`config.mk`:
```
export PLATFORM = sky130hd
export DESIGN_NAME = wafb_front
export DESIGN_NICKNAME = d
export VERILOG_FILES = /design/src/rtl/core/wafb_pkg.sv /design/src/rtl/core/wafb_front.sv
export SDC_FILE = /design/constraint.sdc
export NUM_CORES = 1
export LEC_CHECK = 0
export BUFFER_PORTS_ARGS = -buffer_cell sky130_fd_sc_hd__buf_2
export CORE_AREA = 5 5 228 230
export CTS_BUF_LIST = sky130_fd_sc_hd__clkbuf_2
export DETAILED_ROUTE_END_ITERATION = 8
export DIE_AREA = 0 0 233 235
export SLEW_MARGIN = 20
export SYNTH_ARGS = -nofsm -noshare
export SYNTH_HDL_FRONTEND = slang
export SYNTH_SLANG_ARGS = --single-unit
```
`constraint.sdc`:
```
create_clock -name clock -period 1.6 [get_ports clock]
set_input_delay 0.48 -clock clock [delete_from_list [all_inputs] [get_ports clock]]
set_output_delay 0.48 -clock clock [all_outputs]
set_load 0.01 [all_outputs]
```
`src/rtl/core/wafb_pkg.sv`:
```
// Shared types and constants of the wavelet analysis filter bank stage.
`default_nettype none

package wafb_pkg;

   localparam int SAMPLE_W    = 16;
   localparam int COEF_W      = 16;
   localparam int INDEX_W     = 5;
   localparam int CFG_W       = 6;
   localparam int PROD_W      = 32;
   localparam int BAND_W      = 36;
   localparam int GROUP_SIZE  = 4;
   localparam int QUEUE_DEPTH = 2;
   localparam int LEN_MIN     = 2;

   localparam logic [CFG_W-1:0] CFG_RESET = 6'd2;

   localparam logic FUNC_SAMPLE = 1'b0;
   localparam logic FUNC_LOAD   = 1'b1;

   typedef enum logic {
      OP_EMIT,
      OP_LOAD
   } wafb_kind_type;

   typedef struct packed {
      wafb_kind_type              kind;
      logic                       end_flag;
      logic [INDEX_W-1:0]         coef_index;
      logic signed [COEF_W-1:0]   coef_value;
   } wafb_op_type;

endpackage

`default_nettype wire

```
`src/rtl/core/wafb_front.sv`:
```
// Front end: accepts items, runs the delay line and tail flush, issues operations.
`default_nettype none

module wafb_front import wafb_pkg::*; #(
   parameter int MAX_TAPS = 32,
   localparam int LenW = $clog2(MAX_TAPS + 1),
   localparam int CntW = $clog2(MAX_TAPS)
) (
   input  logic                       clock,
   input  logic                       reset,
   input  logic                       req_valid,
   output logic                       req_ready,
   input  logic                       req_func,
   input  logic signed [SAMPLE_W-1:0] req_sample,
   input  logic                       req_last_sample,
   input  logic [INDEX_W-1:0]         req_coef_index,
   input  logic signed [COEF_W-1:0]   req_coef_value,
   input  logic [LenW-1:0]            taps_in_use,
   input  logic                       q_ready,
   output logic                       q_push,
   output wafb_op_type                q_op,
   output logic signed [SAMPLE_W-1:0] q_taps [MAX_TAPS]
);

   logic signed [SAMPLE_W-1:0] dl_ff    [MAX_TAPS];
   logic signed [SAMPLE_W-1:0] dl_in    [MAX_TAPS];
   logic signed [SAMPLE_W-1:0] dl_shift [MAX_TAPS];
   logic                       odd_ff, odd_in;
   logic                       flush_ff, flush_in;
   logic [CntW-1:0]            remain_ff, remain_in;

   logic                       accept;
   logic                       step;
   logic                       load;
   logic signed [SAMPLE_W-1:0] shift_val;
   logic [LenW-1:0]            remain_len;

   always_comb begin
      req_ready  = !flush_ff && q_ready;
      accept     = req_valid && req_ready;
      load       = accept && (req_func == FUNC_LOAD);
      shift_val  = flush_ff ? '0 : req_sample;
      if (flush_ff) begin
         step = q_ready || odd_ff;
      end else begin
         step = accept && (req_func == FUNC_SAMPLE);
      end
      remain_len = flush_ff ? LenW'(remain_ff) : taps_in_use;

      dl_shift[0] = shift_val;
      for (int k = 1; k < MAX_TAPS; k++) begin
         dl_shift[k] = dl_ff[k-1];
      end

      q_push            = load || (step && !odd_ff);
      q_op.kind         = load ? OP_LOAD : OP_EMIT;
      q_op.end_flag     = (flush_ff || req_last_sample) && (remain_len <= LenW'(2));
      q_op.coef_index   = req_coef_index;
      q_op.coef_value   = req_coef_value;
      q_taps            = dl_shift;
   end

   always_comb begin
      dl_in     = dl_ff;
      odd_in    = odd_ff;
      flush_in  = flush_ff;
      remain_in = remain_ff;
      if (step) begin
         dl_in  = dl_shift;
         odd_in = !odd_ff;
         if (flush_ff) begin
            remain_in = remain_ff - CntW'(1);
            if (remain_ff == CntW'(1)) begin
               flush_in = 1'b0;
               odd_in   = 1'b0;
               dl_in    = '{default: '0};
            end
         end else if (req_last_sample) begin
            flush_in  = 1'b1;
            remain_in = CntW'(taps_in_use - LenW'(1));
         end
      end
   end

   always_ff @(posedge clock) begin
      if (reset) begin
         dl_ff     <= '{default: '0};
         odd_ff    <= 1'b0;
         flush_ff  <= 1'b0;
         remain_ff <= '0;
      end else begin
         dl_ff     <= dl_in;
         odd_ff    <= odd_in;
         flush_ff  <= flush_in;
         remain_ff <= remain_in;
      end
   end

endmodule

`default_nettype wire

```
; After elaboration in Yosys (flattened, before gate mapping)
; Index checks and enable logic that the tools add are counted.
[op_classes]
n_mux = 13
n_eq_ne = 1
n_addsub = 2
bitwise_logic = 1
reduce_logical = 13
n_lt_le_gt_ge = 1
[ops]
columns = op, n
row1 = 512-bit two-way mux, 2
row2 = 16-bit two-way mux, 1
row3 = 5-bit two-way mux, 2
row4 = "5-bit by 1-bit subtractor with 5-bit output, second input constant", 2
row5 = 1-bit two-way mux, 7
row6 = "6-bit by 2-bit less-or-equal comparator with 1-bit output, second input constant", 1
row7 = 1-bit logical AND, 6
row8 = 6-bit two-way mux, 1
row9 = "5-bit by 1-bit == test with 1-bit output, second input constant", 1
row10 = 1-bit logical OR, 3
row11 = 1-bit zero test, 2
row12 = 2-bit AND reduction, 1
row13 = 2-bit nonzero test, 1
row14 = 1-bit inverter, 1
[totals]
register_bits = 503
in_bits = 49
output_inout_bits = 537
wordCells = 65

; Depth between registers and ports, before layout
; Gate-level depths: netlist of the first run.
[logic_depth]
ltp_word = 7
mapped_depth = 8
mapped_depth_nobuf = 6

; Worst setup path after synthesis of the first run
; OpenSTA, ideal clock, no wires.
[synth_timing]
path_kind = input port to flip-flop
startpoint = input port req_func
endpoint = register dl_ff, in the netlist q_taps[100]
setup_slack_ps = -63
required_ps = 1472
cell_stages = 8
n_path_buf = 4
arrival_time_ps = 1536
setup_time_ps = 128
path_cell_list = nand3b_1 -> and2_1 -> clkbuf_1 -> buf_2 -> buf_2 -> buf_2 -> a22oi_1 -> nor2_1
[synth_between]
elab_chain_cells = 3
[synth_lines]
columns = element, line
row1 = from (decl), wafb_front.sv:13  ; input logic req_func,
row2 = 1-bit inverter, wafb_front.sv:46  ; step = accept && (req_func == FUNC_SAMPLE);
row3 = 1-bit logical AND, wafb_front.sv:46
row4 = 1-bit two-way mux, wafb_front.sv:43  ; if (flush_ff) begin
row5 = to (signal assigned), wafb_front.sv:92  ; dl_ff <= dl_in;
row6 = to (decl), wafb_front.sv:25  ; logic signed [SAMPLE_W-1:0] dl_ff [MAX_TAPS];
; Every way passes these cells.
; A chain may end at the register's enable or synchronous reset.

==> results of run 1 <==
## final timing paths
check,from,endpoint,cells past startpoint
worst max-delay path,remain_ff[4]$_SDFFE_PP0P_,q_op[21],4
worst min-delay path,req_sample[9],q_taps[489]$_SDFFE_PP0P_,4
worst max register to register,remain_ff[4]$_SDFFE_PP0P_,q_taps[25]$_SDFFE_PP0P_,8
worst min register to register,q_taps[381]$_SDFFE_PP0P_,q_taps[365]$_SDFFE_PP0P_,2
## report_power, final
group,leakage (nW),switching (mW),internal [mW]
Sequential,4.33,0.0215,12.4
Clock,0.868,5.64,3.78
Combinational,9.22,1.19,0.976
## per-stage QoR
| step | power, mW | setup TNS, ns | area, µm² | setup WS [ns] |
|---|---|---|---|---|
| floorplan | 13.7 | -5.10 | 17200 | -0.0252 |
| detailed placement | 14.1 | -93.22 | 21000 | -0.259 |
| finish | 24.0 | -422.73 | 32600 | -1.32 |
| global placement | 14.1 | -73.38 | 21000 | -0.192 |
| CTS | 23.3 | -503.67 | 30100 | -1.50 |
| global route | 24.9 | -520.16 | 32600 | -1.48 |
## area by class of cell
cell class / instances / area (µm²) / share of cell area
diodes: 3 / 7.51 / 0.000230
clock buffers: 177 / 886 / 0.0272
clock inverters: 33 / 282 / 0.00863
inverters: 4 / 15.0 / 0.000460
multi-input cells: 1066 / 6940 / 0.213
flip-flops and latches: 503 / 10800 / 0.333
well taps: 672 / 841 / 0.0258
repair buffers: 1260 / 12800 / 0.393
## registers in the layout, indices dropped and copies added, names as in the netlist
signal and flops:
odd_ff 1, remain_ff 5, flush_ff 1, q_taps 496
## worst min-delay path: cells and delay by family
kind	cells	cell delay (ns)
AO/OA/AOI/OAI	1	0.07
buffers and inverters	1	0.07
AND/OR/NAND/NOR	2	0.22
## cells in the final DEF (no fill, tap or decap), types with 3 or more instances in the layout
cell type	instances
nor2_1	500
inv_2	3
buf_16	15
dfxtp_4	60
a22oi_1	363
diode_2	3
clkinvlp_4	3
buf_2	27
clkbuf_2	177
nor3_1	3
buf_6	532
inv_1	4
mux2i_1	5
buf_8	12
buf_12	31
a22oi_2	134
dfxtp_2	440
xnor2_1	3
bufinv_16	5
buf_4	592
nand2_1	4
dlygate4sd3_1	17
nor2_2	4
o21ai_0	4
clkbuf_16	34
dfxtp_1	3
clkinv_2	4
nor2b_4	17
clkinv_1	16
## cell families (layout without fill, tap and decap cells)
| logic type | after synthesis | after routing |
|---|---|---|
| xor+xnor | 3 | 3 |
| buf+inv | 197 | 1474 |
| simple gates | 544 | 544 |
| mux | 5 | 5 |
| compound gates | 511 | 511 |
| other cells | 0 | 3 |
| fa+ha+maj | 3 | 3 |
| flops | 503 | 503 |
## layer usage
metal / wire [µm] / part of all wire / global-route usage / vias to the layer above
met5: 32 / 0.00036 / 0 / -
met4: 5620 / 0.064 / 0.155 / 4
met3: 8420 / 0.096 / 0.0903 / 375
met2: 43200 / 0.49 / 0.436 / 1378
met1: 30800 / 0.35 / 0.289 / 9932
li1: - / - / - / 8737
## timing repair
item,in CTS,in global routing
setup buffers,477,71
gates resized for setup,1229,215
hold endpoints to repair,503,14
gates cloned,3,47
endpoints found under the setup margin,1002,1015
pin swaps,3,27
==> flow_summary_export.csv, run 1 <==
group,metric,value,unit
worst_hold_path,hp-class,"input port to flip-flop",
sta,worst_pin_slew,0.853,ns
synthesis,synth-compound-area-share,0.223,
grt,antenna_found_initial,5,
sta,finalCriticalPeriod,2.92,ns
synthesis,synth-async-reset-ratio,0,
clock_tree,cts.reportedPaths.clkPinSlew,0.11,ns
clock_tree,cts_hold_buf,17,
floorplanning,rows,82,
grt,grt_usage,0.262,
placement,gp_congestion,0.838,
routing,drt-pass1-iter-count,9,
routing,routed_wl,88100,µm
synthesis,netlist_instances,1766,
clock_tree,clkLatencyLatePin,1.29,ns
layout,fin_cells,3718,
layout,nFillCells,3372,
setup_path,crit_buf_inv,1,
setup_path,crit_arrival,2.44,ns
setup_path,worstPathRequired,1.12,ns
sta,fmax,0.343,GHz
pwr,power.density,737,mW/mm²
run_status,failed_checks,"negative hold slack, negative setup slack",
sta,setup_viol,1011,
clock_tree,numCtsBuffers,132,
floorplanning,die_w,233,µm
clock_tree,cts-root-buf,"clkbuf_2",
layout,area_growth,90.9,%
grt,grt_max_degree,70,
grt,grt_pass1_vias,19462,
clock_tree,cts_sinks,503,
synthesis,ys_seq_elements,503,
synthesis,syn_area,0.0171,mm²
synthesis,synth_top_area_share,0.589,
synthesis,ys_seq_area_frac,0.589,
run_status,status,"finished, violations left",
setup_path,crit_type,"flip-flop to output pin",
sta,slew_viol_final,0,
synthesis,yosysMostFrequentCell,"nor2_1",
sta,holdWs,-0.326,ns
sta,fin_crit_sh,1.82,
synthesis,synth_area_leaders,"dfxtp_1, a22oi_1, nor2_1, buf_2, clkbuf_1",
synthesis,synthXorXnorAreaFrac,0.00154,
floorplanning,start_util,0.344,
floorplanning,core,0.0497,mm²
setup_path,rrSetupSlack,-0.40,ns
layout,nNetsFinal,3019,
clock_tree,clockBufferDepth,3,
synthesis,synth_enable_flop_cells,0,
synthesis,ys_types,32,
layout,utilization,0.657,
floorplanning,die-area,0.0548,mm²
layout,layout-drive-gt1-share,0.690,
routing,drt_iter0_markers,1899,
routing,wl_per_cell,23.7,µm
clock_tree,cts_tree,"yes",
sta,hold_viol,13,
synthesis,synthAdderAreaFrac,0.00220,
setup_path,path_cells,"nor4b_4 > a21oi_2 > a311oi_2 > buf_2",
pwr,p_leak,14.4,nW
synthesis,avgSynthCellArea,9.68,µm²
sta,fin_skew,0.107,ns
grt,overflow,0,
synthesis,ys_warn_count,0,
routing,num_vias,20426,
synthesis,synthMuxAreaShare,0.00293,
grt,grt_pass1_wl,114000,µm
setup_path,path_max_fanout,2,
setup_path,crit_path_start_kind,"flip-flop",
placement,dp_cells,2894,
pwr,ir_drop,0.000494,V
placement,dpl.hpwl,42200,µm
clock_tree,cts_htree_levels,4,
placement,io_buffers,543,
synthesis,syn-num-nets,1818,
routing,drc,0,
synthesis,synth_simple_gate_area_frac,0.126,
sta,timing.slew.headroom,0.431,
synthesis,synth_ff_type,"dfxtp_1",
routing,postRouteAntennaNets,0,
floorplanning,pin_count,586,
sta,fin_ws,-1.32,ns
floorplanning,die_h,235,µm
setup_path,slowest_stage,"nor4b_4",
setup_path,cp_top_family,"simple AND/OR/NAND/NOR gates",
synthesis,synth_top_family_by_area,"compound AO/OA/AOI/OAI gates",
setup_path,critPathCaptureType,"output pin",
flow_run,max_cap_viol_count,0,
routing,vias_per_cell,5.49,
sta,rsz0062_at_grt,"yes",
synthesis,yosys-top-cells-count,"nor2_1, dfxtp_1, a22oi_1, buf_2, clkbuf_1",
synthesis,synth_top_area_cell,"dfxtp_1",
setup_path,critical_path.max_stage_delay,0.35,ns
(Power assumes the default switching activity.)
==> run 2: changes to the inputs <==
--- a/config.mk
+++ b/config.mk
@@ -10,6 +10,7 @@
 export CTS_BUF_LIST = sky130_fd_sc_hd__clkbuf_2
 export DETAILED_ROUTE_END_ITERATION = 8
 export DIE_AREA = 0 0 233 235
+export SETUP_SLACK_MARGIN = 0.15
 export SLEW_MARGIN = 20
 export SYNTH_ARGS = -nofsm -noshare
 export SYNTH_HDL_FRONTEND = slang
==> run 2 against run 1 <==
Net effect: the flow still finishes with violations (negative hold slack, negative setup slack); core utilization up 4.4 points; sequential power about the same; final cell count up 0.43%; via count fell by 0.21%; first-iteration DRC count down 25%; hold slack worse by 0.075 ns; routed wire length up 3.2%; maximum frequency is 3.6% higher; register-to-register slack got worse by 0.13 ns; critical path depth unchanged; global-route usage shrank 0.11 points; sequential cell count unchanged; critical path type unchanged.
==> flow_summary_export.csv, run 2 (same netlist as run 1, synthesis figures left out) <==
group,metric,value,unit
layout,layout_common_cells,"buf_4, buf_6, nor2_1",
setup_path,crit_path_start_kind,"flip-flop",
grt,global_route.usage.met2,0.456,
pwr,power,24.0,mW
placement,io_buffers,543,
pwr,p_seq_frac,0.518,
layout,nNetsFinal,3038,
floorplanning,start_util,0.344,
floorplanning,die_h,235,µm
sta,slew_viol_final,0,
grt,antenna_found_initial,2,
setup_path,crit_type,"flip-flop to output pin",
placement,gp_congestion,0.846,
pwr,comb_power_share,0.105,
grt,use_met1,0.278,
grt,grt_max_degree,100,
layout,largest_register_ffs,496,
clock_tree,cts.reportedPaths.clkPinSlew,0.11,ns
setup_path,path_max_fanout,20,
clock_tree,clockBufferDepth,3,
sta,worst_pin_slew,0.880,ns
setup_path,crit_buf_inv,2,
grt,overflow,0,
routing,vias_per_cell,5.46,
setup_path,path_cells,"buf_12 > a21oi_1 > a311oi_2 > buf_2",
routing,drt-pass1-iter-count,5,
routing,routed_wl,91000,µm
floorplanning,die_w,233,µm
run_status,failed_checks,"negative hold slack, negative setup slack",
setup_path,critPathCaptureType,"output pin",
pwr,clkPwrFrac,0.377,
layout,area_growth,104,%
floorplanning,die-area,0.0548,mm²
pwr,p_sw,7.13,mW
sta,finalCriticalPeriod,2.81,ns
clock_tree,cts_sinks,503,
layout,layout-drive-gt1-share,0.817,
setup_path,critical_path.max_stage_delay,0.41,ns
sta,holdWs,-0.401,ns
pwr,p_leak,14.7,nW
floorplanning,rows,82,
pwr,ir_drop,0.000574,V
flow_run,max_cap_viol_count,0,
sta,setup_viol,997,
placement,dpl.hpwl,41300,µm
sta,fin_ws,-1.21,ns
routing,wl_per_cell,24.4,µm
setup_path,cp_top_family,"flip-flops",
worst_hold_path,hp-class,"input port to flip-flop",
pwr,p_sw_frac,0.297,
clock_tree,cts_tree,"yes",
grt,grt_pass1_vias,19708,
floorplanning,core,0.0497,mm²
pwr,power.density,690,mW/mm²
sta,fin_crit_sh,1.76,
grt,grt_busiest_layer,"met2",
run_status,status,"finished, violations left",
clock_tree,cts_hold_buf,12,
grt,met3_usage,0.0873,
setup_path,worstPathRequired,1.12,ns
routing,drc,0,
sta,timing.slew.headroom,0.413,
pwr,p_int,16.9,mW
sta,rsz0062_at_grt,"yes",
grt,grt_pass1_wl,113000,µm
setup_path,crit_arrival,2.33,ns
clock_tree,cts_htree_levels,4,
clock_tree,clkLatencyLatePin,1.33,ns
routing,drt_iter0_markers,1415,
floorplanning,pin_count,586,
clock_tree,numCtsBuffers,132,
routing,num_vias,20383,
grt,grt_usage,0.261,
layout,utilization,0.701,
setup_path,slowest_stage,"dfxtp_4",
placement,place_ws,-0.279,ns
sta,hold_viol,16,
layout,final_common_cell,"buf_4",
routing,postRouteAntennaNets,0,
sta,fmax,0.355,GHz
sta,fin_skew,0.132,ns
clock_tree,cts-root-buf,"clkbuf_2",
==> run 2: changes by cell type in the layout (fill, tap and decap cells not counted), moves of 4 or more <==
| cell | previous run | this run |
|---|---|---|
| a22oi_2 | 134 | 497 |
| dlygate4sd3_1 | 17 | 12 |
| buf_16 | 15 | 24 |
| buf_2 | 27 | 38 |
| buf_12 | 31 | 51 |
| buf_4 | 592 | 586 |
| nor2b_4 | 17 | 8 |
| buf_8 | 12 | 21 |
| buf_6 | 532 | 517 |
| nor2b_2 | 0 | 9 |
| clkbuf_16 | 34 | 30 |
| clkbuf_2 | 177 | 182 |
| a22oi_1 | 363 | 0 |
==> run 2: through the flow <==
step	instance area, µm²	cells	TNS [ns]
global route	34800	3734	-595.80
CTS	30500	3601	-518.94
finish	34800	3734	-504.94
floorplan	17400	1766	-3.60
detailed placement	21200	2892	-101.98
global placement	21200	2892	-90.58
==> run 2: worst register-to-register path, stage by stage, from the launching register on <==
cell     delay, ns
dfxtp_4       0.41
nor4b_4       0.29
buf_4         0.17
buf_6         0.08
buf_6         0.09
a22oi_2       0.08
buf_6         0.18
buf_12        0.16
buf_12        0.14
buf_16        0.15
a22oi_2       0.18
nor2_1        0.09
==> run 2: worst paths after layout <==
path                                               start                  endpoint  slack, ns  cells past startpoint
worst max-delay path               flush_ff$_SDFFE_PP0P_                  q_op[21]      -1.21                      4
worst min-delay path                      req_sample[14]  q_taps[494]$_SDFFE_PP0P_      -0.40                      4
worst max register to register     flush_ff$_SDFFE_PP0P_  q_taps[255]$_SDFFE_PP0P_      -0.53                     11
worst min register to register  q_taps[403]$_SDFFE_PP0P_  q_taps[387]$_SDFFE_PP0P_       0.51                      2
==> run 2: repair_timing <==
item,in CTS,in global routing
hold endpoints to repair,503,16
buffers inserted,474,91
gates cloned,15,40
setup endpoints to repair,1014,1019
pin swaps,3,56
gates resized for setup,1227,573
==> run 2: cell type report <==
cell class                      count  area (µm²)
Antenna cell                        2        5.00
Clock buffer                      182         911
Clock inverter                     26         166
Fill cell                        3000       14800
Inverter                            4        15.0
Multi-Input combinational cell   1066        8750
Sequential cell                   503       10900
Tap cell                          672         841
Timing Repair Buffer             1279       13300
==> run 2: routing by layer <==
layer,vias up,wire [µm]
li1,8785,-
met1,10003,30700
met2,1178,46400
met3,417,7900
met4,0,5950
met5,-,0
==> run 2: power groups by stage <==
stage               Sequential, mW  Clock, mW  Combinational (mW)
floorplan                     12.9          0               0.832
global placement              12.8          0                1.28
detailed placement            12.8          0                1.30
CTS                           12.5       8.73                1.64
global route                  12.5       9.86                2.60
finish                        12.4       9.07                2.52
