===== src/rtl/core/wafb_pkg.sv =====
// Shared types and constants of the wavelet analysis filter bank stage.
`default_nettype none

package wafb_pkg;

   localparam int SAMPLE_W    = 16;
   localparam int COEF_W      = 16;
   localparam int INDEX_W     = 5;
   localparam int CFG_W       = 6;
   localparam int PROD_W      = 32;
   localparam int BAND_W      = 36;
   localparam int GROUP_SIZE  = 4;
   localparam int QUEUE_DEPTH = 2;
   localparam int LEN_MIN     = 2;

   localparam logic [CFG_W-1:0] CFG_RESET = 6'd2;

   localparam logic FUNC_SAMPLE = 1'b0;
   localparam logic FUNC_LOAD   = 1'b1;

   typedef enum logic {
      OP_EMIT,
      OP_LOAD
   } wafb_kind_type;

   typedef struct packed {
      wafb_kind_type              kind;
      logic                       end_flag;
      logic [INDEX_W-1:0]         coef_index;
      logic signed [COEF_W-1:0]   coef_value;
   } wafb_op_type;

endpackage

`default_nettype wire


===== src/rtl/core/wafb_queue.sv =====
// Two-entry operation queue between the front end and the filter datapath.
`default_nettype none

module wafb_queue import wafb_pkg::*; #(
   parameter int MAX_TAPS = 32
) (
   input  logic                       clock,
   input  logic                       reset,
   input  logic                       in_valid,
   output logic                       in_ready,
   input  wafb_op_type                in_op,
   input  logic signed [SAMPLE_W-1:0] in_taps [MAX_TAPS],
   output logic                       out_valid,
   input  logic                       out_ready,
   output wafb_op_type                out_op,
   output logic signed [SAMPLE_W-1:0] out_taps [MAX_TAPS]
);

   localparam int PtrW = $clog2(QUEUE_DEPTH);
   localparam int CntW = $clog2(QUEUE_DEPTH + 1);

   wafb_op_type                op_ff   [QUEUE_DEPTH];
   logic signed [SAMPLE_W-1:0] taps_ff [QUEUE_DEPTH][MAX_TAPS];
   logic [PtrW-1:0]            wr_ptr_ff, wr_ptr_in;
   logic [PtrW-1:0]            rd_ptr_ff, rd_ptr_in;
   logic [CntW-1:0]            count_ff, count_in;
   logic                       push;
   logic                       pop;

   always_comb begin
      in_ready  = count_ff != CntW'(QUEUE_DEPTH);
      out_valid = count_ff != '0;
      push      = in_valid && in_ready;
      pop       = out_valid && out_ready;
      out_op    = op_ff[rd_ptr_ff];
      out_taps  = taps_ff[rd_ptr_ff];
      wr_ptr_in = push ? wr_ptr_ff + PtrW'(1) : wr_ptr_ff;
      rd_ptr_in = pop ? rd_ptr_ff + PtrW'(1) : rd_ptr_ff;
      count_in  = count_ff;
      if (push && !pop) begin
         count_in = count_ff + CntW'(1);
      end else if (pop && !push) begin
         count_in = count_ff - CntW'(1);
      end
   end

   always_ff @(posedge clock) begin
      if (reset) begin
         wr_ptr_ff <= '0;
         rd_ptr_ff <= '0;
         count_ff  <= '0;
      end else begin
         wr_ptr_ff <= wr_ptr_in;
         rd_ptr_ff <= rd_ptr_in;
         count_ff  <= count_in;
      end
   end

   always_ff @(posedge clock) begin
      if (push) begin
         op_ff[wr_ptr_ff]   <= in_op;
         taps_ff[wr_ptr_ff] <= in_taps;
      end
   end

   a_count_bound: assert property (@(posedge clock) disable iff (reset)
      count_ff <= CntW'(QUEUE_DEPTH))
      else $error("queue count beyond depth");

   a_fill: assert property (@(posedge clock) disable iff (reset)
      (push && !pop) |=> (count_ff == $past(count_ff) + CntW'(1)))
      else $error("queue fill count lost an item");

   a_pointers: assert property (@(posedge clock) disable iff (reset)
      (count_ff == '0 || count_ff == CntW'(QUEUE_DEPTH)) |-> (wr_ptr_ff == rd_ptr_ff))
      else $error("queue pointers out of step with count");

endmodule

`default_nettype wire


===== config.mk =====
export PLATFORM = sky130hd
export DESIGN_NAME = wafb_queue
export DESIGN_NICKNAME = d
export VERILOG_FILES = /design/src/rtl/core/wafb_pkg.sv /design/src/rtl/core/wafb_queue.sv
export SDC_FILE = /design/constraint.sdc
export NUM_CORES = 1
export LEC_CHECK = 0
export ABC_AREA = 0
export BUFFER_PORTS_ARGS = -buffer_cell sky130_fd_sc_hd__buf_4
export CELL_PAD_IN_SITES_DETAIL_PLACEMENT = 1
export CELL_PAD_IN_SITES_GLOBAL_PLACEMENT = 2
export CORE_AREA = 2 2 415 417
export DETAILED_ROUTE_END_ITERATION = 16
export DIE_AREA = 0 0 417 419
export PLACE_DENSITY = 0.61
export RECOVER_POWER = 25
export SLEW_MARGIN = 20
export SYNTH_ARGS = -nofsm -noshare
export SYNTH_HDL_FRONTEND = slang
export SYNTH_SLANG_ARGS = --single-unit

===== constraint.sdc =====
create_clock -name clock -period 38.6 [get_ports clock]
set_clock_uncertainty 0.15 [all_clocks]
set_input_delay 7.72 -clock clock [delete_from_list [all_inputs] [get_ports clock]]
set_output_delay 7.72 -clock clock [all_outputs]
set_load 0.03 [all_outputs]

== Word level (Yosys, flattened, before mapping) ==
Memory sizes are Yosys's and may differ from the RTL's. A register that Yosys moved wholly into a read port is not among the register bits.
Index checks and enable logic that the tools add are counted.

* $mul: 0
* Shifts and indexed selects: 0
* Mux-type cells: 8
* Bitwise gates (word level): 0
* Eq/ne operators: 1
* Reductions and logical operators: 8
* Add/sub/neg operators: 4
* $lt $le $gt $ge: 0
* Div/mod/pow operators: 0

{| class="wikitable"
|+ Operators with widths
! operator !! number
|-
| $mux 1 || 6
|-
| $logic_and 1x1->1 || 4
|-
| $mux 2 || 2
|-
| $reduce_bool 2->1 || 2
|-
| $add 1x1->1 const B || 2
|-
| $add 2x1->2 const B || 1
|-
| $logic_not 1->1 || 2
|-
| $ne 2x2->1 const B || 1
|-
| $sub 2x1->2 const B || 1
|}

* Bits in read-only memories: 0
* Memories kept: 2
* Bits in latches: 0
* Bits in writable memories: 1070
* Bits of input ports: 539
* Flip-flop bits (word level): 4

{| class="wikitable"
|+ Memories
! memory !! depth !! bits a word !! rd ports !! clocked after Yosys merged registers in !! write ports !! RTL line !! RTL
|-
| taps_ff || 2 || 512 || 1 || 1 || 1 || wafb_queue.sv:23 || <nowiki>logic signed [SAMPLE_W-1:0] taps_ff [QUEUE_DEPTH][MAX_TAPS];</nowiki>
|-
| op_ff || 2 || 23 || 1 || 1 || 1 || wafb_queue.sv:22 || <nowiki>wafb_op_type op_ff [QUEUE_DEPTH];</nowiki>
|}

== Depth between registers and ports, before layout ==
Gate-level depths: netlist (run 1).

* Depth after elaboration: 6
* Mapped depth: 6
* Depth with buffers taken out: 6

== Worst setup path after synthesis (run 1) ==
No wires, ideal clock.

* Kind: input port to flip-flop
* From: input port in_valid
* To: memory op_ff[1][0] (netlist bit) (enable)
* Path slack: 17588 ps
* Cell stages on the path: 1
* Arrival: 19888 ps
* Required time: 37476 ps
* Path buffers: 0
* Library setup time: 974 ps
* Path through: and3_1

* Longest elaborated chain between the ends: 3

{| class="wikitable"
|+ Ends and longest elaborated chain
! element !! RTL line !! RTL
|-
| start, declared || wafb_queue.sv:9 || <nowiki>input logic in_valid,</nowiki>
|-
| $logic_and 1x1->1 || wafb_queue.sv:33 || <nowiki>push = in_valid && in_ready;</nowiki>
|-
| $mux 1 || wafb_queue.sv:60 || <nowiki>if (push) begin</nowiki>
|-
| $mux 1 (not written as such) || wafb_queue.sv:61 || <nowiki>op_ff[wr_ptr_ff] <= in_op;</nowiki>
|-
| end, declared || wafb_queue.sv:22 ||
|}

Every way passes these cells.

==> results of run 1 <==
-- state kept, by name (all words and copies together), names as in the netlist, named ones only --
| name | cells |
|---|---|
| rd_ptr_ff | 1 |
| wr_ptr_ff | 1 |
| count_ff | 2 |
| op_ff | 46 |
| taps_ff | 1024 |
-- cell families after synthesis --
group	count (synthesis)	share of synthesized area (%)
xor+xnor	3	0.0668
simple gates	9	0.127
compound gates	5	0.0763
flops	1075	81.9
mux	535	16.7
fa+ha+maj	1	0.0318
buf+inv	61	1.06
-- worst max-delay path: cells and delay by family (launching register included) --
kind	cells	cell delay, ns
buffers and inverters	4	2.67
DFF	1	1.02
muxes	1	0.43
-- layout make-up --
class,count,area (µm²)
diodes,11,27.5
clock buffers,147,3130
clock inverters,76,599
repair buffers,1096,8040
well taps,2233,2790
fillers,17600,117000
flip-flops and latches,1075,32200
multi-input cells,553,6710
inverters,1,11.3
-- power breakdown --
group / internal [mW] / switching, mW / leakage (nW)
sequential: 1.46 / 0.0405 / 10.0
clock: 0.620 / 0.468 / 1.81
combinational: 0.475 / 0.759 / 7.53
total: 2.55 / 1.27 / 19.4
-- metal layers --
metal  GRT usage (%)  routed length, µm  vias up
met3            4.70               9410      161
met2            22.7              61800      640
met5               0                 73        -
met1            14.8              45100    10600
met4            3.71               2620       10
li1                -                  -     9136
-- path summary, 6_finish.rpt --
check | cells past startpoint | from | slack, ns | to
worst min register to register | 2 | rd_ptr_ff | 0.36 | rd_ptr_ff
worst max register to register | 6 | count_ff[0] | 33.28 | taps_ff[1][1]
worst min-delay path | 2 | rd_ptr_ff | 0.36 | rd_ptr_ff
worst max-delay path | 5 | flip-flop | 25.75 | out_taps[331]
-- Yosys cell counts --
library cell	number	share of area (%)
and3_1	1	0.016
inv_1	1	0.0095
nand2b_1	1	0.016
or2_2	1	0.016
a21oi_1	2	0.025
edfxtp_1	1070	82
xor2_1	3	0.067
o21ai_0	2	0.025
a21bo_2	1	0.025
mux2_4	150	5.7
nor2_1	3	0.029
nand3b_1	1	0.019
ha_1	1	0.032
dfxtp_1	5	0.25
mux2_2	385	11
buf_6	18	0.52
buf_2	42	0.53
or3_1	1	0.016
and2_1	1	0.016
-- metrics by stage --
step	instance area, µm²	setup WS (ns)	util (%)
finish	53500	25.75	31.4
global route	53500	25.35	31.4
CTS	53700	25.44	31.5
detailed placement	50000	25.98	29.3
global placement	50000	25.96	29.3
floorplan	39400	17.59	-
==> reports/metrics.csv, run 1 <==
stage,metric,value,unit
outcome,outcome,finished clean,
cts,clk slew on worst S/H paths,0.07,ns
final_layout,share of layout cells above drive strength 1,58.6,%
floorplanning,Core Region,171000,µm²
critical_path,startpoint type of the worst setup path,flip-flop,
power_and_ir_drop,maximum VDD drop,0.0388,mV
detailed_routing,DR vias,20500,
cts,TritonCTS clock tree,yes,
sta,final hold violations,0,
detailed_routing,Total Routed Length,119000,µm
sta,fin crit period,12.85,ns
sta,post-route clock period utilization,33.3,%
logic_synthesis,post-synthesis cell area,39400,µm²
detailed_routing,DRC Markers,0,
place,placed cell count,4957,
power_and_ir_drop,Pwr Density,71.4,nW/µm²
sta,total negative slack,0,ns
cts,htree depth,3,
critical_path,CP Cell Sequence,buf_4 -> buf_4 -> buf_4 -> mux2_2 -> buf_4,
place,placed wire-length estimate,86200,µm
cts,"Setup Fix Bufs, Post-CTS",0,
logic_synthesis,post-synth cell types,19,
final_layout,most frequent cells in the layout,"edfxtp_1, buf_4, mux2_2",
final_layout,fin cells,5192,
critical_path,maximum fanout along the worst path,70,
sta,Final Setup Violations,0,
grt,first-pass GRT wire length,163000,µm
logic_synthesis,YS warnings,0,
floorplanning,Die Height,419,µm
detailed_routing,routed len/inst,22.9,µm
power_and_ir_drop,Overall Power,3.82,mW
floorplanning,Rows,152,
cts,CTS sink count,1075,
logic_synthesis,Yosys reg bits,1075,
detailed_routing,via/cell ratio,3.95,
logic_synthesis,sequential element share of the synthesized area,81.9,%
cts,Num CTS Buffers,119,
critical_path,Critical Path AT,4.98,ns
hold_path,HP Class,flip-flop to flip-flop,
sta,relative slew slack,26.9,%
run,# Max-Cap Violations,0,
power_and_ir_drop,P_leak,19.4,nW
critical_path,Critical Path Max Stage Delay,1.02,ns
sta,pins over their slew limit,0,
logic_synthesis,Synth Instances,1689,
sta,RSZ-0062 raised after global routing,no,
place,GP Congestion,0.815,
logic_synthesis,syn nets,2229,
floorplanning,Die X-Extent,417,µm
final_layout,Area Growth Syn to Fin,36.1,%
critical_path,worst path required time,30.73,ns
critical_path,WS Path Type,flip-flop to output pin,
final_layout,final net count,3386,
logic_synthesis,"Avg Cell Area, Syn",23.3,µm²
floorplanning,Die ar.,175000,µm²
detailed_routing,post-route ant nets,0,
cts,Clock Tree Buf Depth,3,
grt,GRT overflow,0,
cts,CTS resizes,0,
grt,initial antenna violation count,19,
grt,vias in the first global route,21800,
critical_path,Worst Setup End Kind,output pin,
grt,global-route usage over all layers,13.0,%
sta,Tightest Pin Transition,1.10,ns
critical_path,"slowest stage cell, crit path",dfxtp_4,
detailed_routing,DR iter-0 viols,1004,
place,number of port buffers,1075,
sta,Max Clock Freq,77.8,MHz
cts,clock root buffer,clkbuf_16,
floorplanning,I/O pins,1076,
sta,WHS,0.363,ns
detailed_routing,Pre-antenna DRT Iters,4,
final_layout,"commonest non-fill, non-tap cell in the layout",edfxtp_1,
cts,"Clk Latency, worst-skew pair",0.72,ns
critical_path,CP dominant cell by count,buf_4,
cts,Hold Buf Count CTS,0,
grt,largest net degree at the start of global routing,142,
floorplanning,Initial Utilization,23.1,%
Note: power is estimated with default switching activity, not from simulation.
==> inputs of run 2 (changes only) <==
--- a/config.mk
+++ b/config.mk
@@ -9,9 +9,9 @@
 export BUFFER_PORTS_ARGS = -buffer_cell sky130_fd_sc_hd__buf_4
 export CELL_PAD_IN_SITES_DETAIL_PLACEMENT = 1
 export CELL_PAD_IN_SITES_GLOBAL_PLACEMENT = 2
-export CORE_AREA = 2 2 415 417
+export CORE_AREA = 2 2 418 420
 export DETAILED_ROUTE_END_ITERATION = 16
-export DIE_AREA = 0 0 417 419
+export DIE_AREA = 0 0 420 422
 export PLACE_DENSITY = 0.61
 export RECOVER_POWER = 25
 export SLEW_MARGIN = 20
==> constraint.sdc (replaced) <==
create_clock -name clock -period 12.55 [get_ports clock]
set_clock_uncertainty 0.15 [all_clocks]
set_input_delay 2.51 -clock clock [delete_from_list [all_inputs] [get_ports clock]]
set_output_delay 2.51 -clock clock [all_outputs]
set_load 0.03 [all_outputs]
==> run 2 against run 1 <==
Compared with the run above: setup slack worse by 20 ns; count of clock-buffer cells in the layout up 18; routed wire length up 2.4%; sequential share of layout area down 0.40 points; worst hold slack worse by 0.011 ns; die area up 1.4%; cell count up 1.8%; combinational power rose to 3.1 times the previous value; non-clock buffer count down 3; register-to-register slack worse by 24 ns; via count up 0.41%; critical path type unchanged; clock power rose to 3.3 times the previous value.
==> reports/metrics.csv, run 2 (synthesized netlist as in run 1, its figures left out) <==
stage,metric,value,unit,change
detailed_routing,DR iter-0 viols,1086,,was 1004
floorplanning,Die Height,422,µm,was 419 µm
detailed_routing,DRC Markers,0,,unchanged
critical_path,startpoint type of the worst setup path,flip-flop,,unchanged
sta,Tightest Pin Transition,1.12,ns,was 1.10 ns
sta,total negative slack,0,ns,unchanged
detailed_routing,DR vias,20600,,was 20.5k
final_layout,"commonest non-fill, non-tap cell in the layout",edfxtp_1,,unchanged
sta,WHS,0.352,ns,was 0.363 ns
detailed_routing,routed len/inst,23.0,µm,was 22.9 µm
cts,Clock Tree Buf Depth,3,,unchanged
sta,post-route clock period utilization,54.1,%,
sta,RSZ-0062 raised after global routing,no,,unchanged
critical_path,maximum fanout along the worst path,125,,was 70
final_layout,Area Growth Syn to Fin,37.0,%,was 36.1%
floorplanning,Rows,153,,was 152
floorplanning,Initial Utilization,22.8,%,was 23.1%
outcome,outcome,finished clean,,unchanged
sta,final hold violations,0,,unchanged
detailed_routing,via/cell ratio,3.89,,was 3.95
place,GP Congestion,0.844,,was 0.815
grt,first-pass GRT wire length,166000,µm,was 163000 µm
hold_path,HP Class,flip-flop to flip-flop,,unchanged
critical_path,Worst Setup End Kind,output pin,,unchanged
cts,TritonCTS clock tree,yes,,unchanged
critical_path,Critical Path AT,4.13,ns,was 4.98 ns
cts,CTS sink count,1075,,unchanged
critical_path,worst path required time,9.89,ns,was 30.73 ns
grt,vias in the first global route,21900,,was 21.8k
sta,Final Setup Violations,0,,unchanged
power_and_ir_drop,P_leak,19.4,nW,about the same
power_and_ir_drop,maximum VDD drop,0.134,mV,was 0.0388 mV
floorplanning,Core Region,173000,µm²,was 171000 µm²
place,number of port buffers,1075,,unchanged
place,placed wire-length estimate,86500,µm,was 86200 µm
cts,Num CTS Buffers,130,,was 119
final_layout,most frequent cells in the layout,"edfxtp_1, buf_4, mux2_2",,unchanged
sta,relative slew slack,25.5,%,was 26.9%
cts,htree depth,4,,was 3
sta,pins over their slew limit,0,,unchanged
cts,CTS resizes,0,,unchanged
cts,Hold Buf Count CTS,0,,unchanged
cts,clock root buffer,clkbuf_16,,unchanged
grt,largest net degree at the start of global routing,133,,was 142
detailed_routing,Pre-antenna DRT Iters,5,,was 4
grt,initial antenna violation count,35,,was 19
detailed_routing,post-route ant nets,0,,unchanged
cts,clk slew on worst S/H paths,0.06,ns,was 0.07 ns
final_layout,final net count,3394,,was 3386
final_layout,post-layout util,31.2,%,was 31.4%
run,# Max-Cap Violations,0,,unchanged
cts,"Clk Latency, worst-skew pair",0.74,ns,was 0.72 ns
final_layout,max reg flops,1024,,unchanged
detailed_routing,Total Routed Length,122000,µm,was 119000 µm
sta,Max Clock Freq,147,MHz,
critical_path,WS Path Type,flip-flop to output pin,,unchanged
final_layout,share of layout cells above drive strength 1,58.3,%,was 58.6%
final_layout,top flop regs,"taps_ff: 1024 flops, op_ff: 46 flops, count_ff: 2 flops",,unchanged
power_and_ir_drop,Pwr Density,222,nW/µm²,was 71.4 nW/µm²
floorplanning,Die X-Extent,420,µm,was 417 µm
grt,global-route usage over all layers,13.3,%,was 13.0%
floorplanning,Die ar.,177000,µm²,was 175000 µm²
cts,"Setup Fix Bufs, Post-CTS",0,,unchanged
floorplanning,I/O pins,1076,,unchanged
grt,GRT overflow,0,,unchanged
final_layout,Biggest register,taps_ff,,unchanged
sta,fin crit period,6.79,ns,
## run 2: changes by cell type in the layout (fill, tap and decap cells not counted), sizes merged
cell,change
clkbuf,+17
clkinv,-12
diode,+4
buf,-2
bufinv,-1
clkinvlp,-1
inv,-1
## run 2: final cells by class
cell class,count,area (µm²)
Antenna cell,15,37.5
Clock buffer,165,3450
Clock inverter,61,532
Fill cell,17800,119000
Inverter,1,7.51
Multi-Input combinational cell,553,6710
Sequential cell,1075,32200
Tap cell,2325,2910
Timing Repair Buffer,1093,8030
## run 2: through the flow
step                std cells  setup WS (ns)  instance area (µm²)  total power [mW]
floorplan                1689           1.32                39400              7.19
global placement         5046           6.15                50200              8.56
detailed placement       5046           6.44                50200              8.58
CTS                      5272           5.58                54100              12.2
global route             5286           5.47                53900              12.4
finish                   5288           5.76                53900              12.0
## run 2: power by group
part           switching (mW)  total [mW]  leakage, nW  internal [mW]
combinational            2.33        3.79         7.47           1.46
sequential              0.127        4.62         10.0           4.49
clock                    1.48        3.55         1.93           2.07
total                    3.94        12.0         19.4           8.02
## run 2: path summary, 6_finish.rpt
check | start | end | slack (ns) | depth (start not counted)
setup / recovery | flip-flop | out_taps[187] | 5.76 | 4
hold / removal | rd_ptr_ff | rd_ptr_ff | 0.35 | 2
setup reg to reg | count_ff[0] | op_ff[0][9] | 8.98 | 5
hold reg to reg | rd_ptr_ff | rd_ptr_ff | 0.35 | 2
## run 2: critical path: stages (launching register included)
cell and delay, ns:
dfxtp_4 0.97, buf_4 0.70, buf_12 0.58, mux2_2 0.43, buf_4 0.17
## run 2: layer usage
| layer | wire (µm) | share of wire, % | GRT usage (%) |
|---|---|---|---|
| met1 | 43500 | 36 | 14.0 |
| met2 | 63400 | 52 | 23.0 |
| met3 | 11000 | 9.0 | 5.65 |
| met4 | 3800 | 3.1 | 5.51 |
| met5 | 181 | 0.15 | 0 |
==> inputs of run 3 (changes only) <==
==> constraint.sdc (replaced) <==
create_clock -name clock -period 6.5 [get_ports clock]
set_clock_uncertainty 0.15 [all_clocks]
set_input_delay 1.3 -clock clock [delete_from_list [all_inputs] [get_ports clock]]
set_output_delay 1.3 -clock clock [all_outputs]
set_load 0.03 [all_outputs]
==> run 3 against run 2 <==
Compared with the run above: clock power rose by 97%; flip-flop and latch count did not move; worst hold slack improved by 0.0073 ns; critical path depth fell by 1; global-route usage barely moved; non-clock buffer count rose by 9.
==> reports/metrics.csv, run 3 (synthesized netlist as in run 1, its figures left out) <==
stage,metric,value,unit,change
floorplanning,Die X-Extent,420,µm,unchanged
cts,"Clk Latency, worst-skew pair",0.77,ns,was 0.74 ns
cts,clock root buffer,clkbuf_16,,unchanged
critical_path,WS Path Type,flip-flop to output pin,,unchanged
sta,Final Setup Violations,0,,unchanged
detailed_routing,post-route ant nets,0,,unchanged
grt,initial antenna violation count,32,,was 35
cts,CTS resizes,0,,unchanged
sta,Max Clock Freq,224,MHz,
outcome,outcome,finished clean,,unchanged
power_and_ir_drop,Pwr Density,430,nW/µm²,was 222 nW/µm²
critical_path,worst path required time,5.05,ns,was 9.89 ns
sta,relative slew slack,28.4,%,was 25.5%
final_layout,max reg flops,1024,,unchanged
floorplanning,Rows,153,,unchanged
grt,largest net degree at the start of global routing,143,,was 133
power_and_ir_drop,maximum VDD drop,0.268,mV,was 0.134 mV
detailed_routing,Pre-antenna DRT Iters,7,,was 5
critical_path,Worst Setup End Kind,output pin,,unchanged
final_layout,fin cells,5296,,was 5288
place,dpl ws,2.73,ns,was 6.44 ns
critical_path,startpoint type of the worst setup path,flip-flop,,unchanged
detailed_routing,routed len/inst,22.9,µm,was 23.0 µm
final_layout,most frequent cells in the layout,"edfxtp_1, buf_4, mux2_2",,unchanged
detailed_routing,DR iter-0 viols,910,,was 1086
critical_path,maximum fanout along the worst path,57,,was 125
hold_path,Hold EP,count_ff[1],,was rd_ptr_ff
floorplanning,Core Region,173000,µm²,unchanged
sta,final hold violations,0,,unchanged
floorplanning,Initial Utilization,22.8,%,unchanged
critical_path,Critical Path AT,3.02,ns,was 4.13 ns
place,number of port buffers,1075,,unchanged
place,placed wire-length estimate,87100,µm,was 86500 µm
cts,htree depth,4,,unchanged
final_layout,Area Growth Syn to Fin,37.4,%,was 37.0%
grt,GRT overflow,0,,unchanged
critical_path,r2r setup slk,3.67,ns,was 8.98 ns
power_and_ir_drop,Overall Power,23.2,mW,was 12.0 mW
hold_path,HP Class,flip-flop to flip-flop,,unchanged
cts,Clock Tree Buf Depth,3,,unchanged
floorplanning,Die ar.,177000,µm²,unchanged
place,placed cell count,5056,,was 5046
cts,clk slew on worst S/H paths,0.06,ns,about the same
critical_path,Worst R2R Path Depth,3,,was 5
cts,Num CTS Buffers,131,,was 130
detailed_routing,DRC Markers,0,,unchanged
final_layout,"commonest non-fill, non-tap cell in the layout",edfxtp_1,,unchanged
detailed_routing,DR vias,20600,,about the same
cts,Hold Buf Count CTS,0,,unchanged
place,GP Congestion,0.835,,was 0.844
final_layout,Biggest register,taps_ff,,unchanged
detailed_routing,Total Routed Length,121000,µm,was 122000 µm
critical_path,R2R Path Start,count_ff[0],,unchanged
cts,TritonCTS clock tree,yes,,unchanged
hold_path,HP Start,count_ff[1],,was rd_ptr_ff
sta,post-route clock period utilization,68.7,%,
cts,CTS sink count,1075,,unchanged
sta,RSZ-0062 raised after global routing,no,,unchanged
cts,"Setup Fix Bufs, Post-CTS",0,,unchanged
floorplanning,Die Height,422,µm,unchanged
final_layout,top flop regs,"taps_ff: 1024 flops, op_ff: 46 flops, count_ff: 2 flops",,unchanged
detailed_routing,via/cell ratio,3.88,,was 3.89
sta,pins over their slew limit,0,,unchanged
run,# Max-Cap Violations,0,,unchanged
power_and_ir_drop,P_leak,19.5,nW,was 19.4 nW
critical_path,Crit Reg-Reg Endpoint,taps_ff[1][7],,was op_ff[0][9]
floorplanning,I/O pins,1076,,unchanged
final_layout,fill count,17800,,about the same
sta,fin crit period,4.47,ns,
hold_path,worst hold path stage count,2,,unchanged
grt,global-route usage over all layers,13.3,%,about the same
final_layout,final net count,3404,,was 3394
sta,Tightest Pin Transition,1.07,ns,was 1.12 ns
sta,setup ws final,2.03,ns,was 5.76 ns
grt,first-pass GRT wire length,165000,µm,was 166000 µm
final_layout,share of layout cells above drive strength 1,58.6,%,was 58.3%
grt,vias in the first global route,22100,,was 21.9k
[run 3: worst max-delay path by stage]
stage	from	cells past startpoint	end
6_report	flip-flop	3	out_taps[13]
5_1_grt	flip-flop	3	out_taps[13]
4_1_cts	flip-flop	3	out_taps[227]
3_5_place_dp	flip-flop	3	out_taps[227]
3_3_place_gp	flip-flop	3	out_taps[227]
2_1_floorplan	in_valid	2	op_ff[0][0]
[run 3: worst max-delay path, cell delays in order, from the launching register on]
cell and delay, ns:
dfxtp_4 0.76, buf_4 0.75, mux2_2 0.45, buf_4 0.18
[run 3: cell type report]
cell class | count | area (µm²) | area share, %
Tap cell | 2325 | 2910 | 5.38
Multi-Input combinational cell | 553 | 6710 | 12.4
Inverter | 1 | 7.51 | 0.0139
Clock buffer | 165 | 3490 | 6.46
Sequential cell | 1075 | 32200 | 59.6
Timing Repair Buffer | 1102 | 8070 | 14.9
Clock inverter | 65 | 623 | 1.15
Antenna cell | 10 | 25.0 | 0.0463
[run 3: per-layer routing]
layer / track usage, % / share of wire, % / vias to the layer above / wire length (µm)
met5: 0 / 0.080 / - / 97
met4: 4.42 / 2.2 / 16 / 2610
met3: 5.54 / 8.8 / 166 / 10700
met2: 23.5 / 53 / 701 / 63900
met1: 14.1 / 36 / 10500 / 43700
li1: - / - / 9158 / -
[run 3: stage by stage]
step	TNS [ns]	hold WS (ns)	area [µm²]	utilization, %
2_1_floorplan	-2860.04	0.321	39400	-
3_3_place_gp	0	0.337	50200	29.1
3_5_place_dp	0	0.359	50200	29.1
4_1_cts	0	0.370	54400	31.4
5_1_grt	0	0.388	54100	31.3
6_report	0	0.360	54100	31.3
[run 3: power breakdown]
| group | internal [mW] | leakage, nW | switching [mW] |
|---|---|---|---|
| sequential | 8.67 | 10.0 | 0.210 |
| combinational | 2.84 | 7.50 | 4.51 |
| clock | 4.04 | 2.00 | 2.96 |
| total | 15.5 | 19.5 | 7.68 |
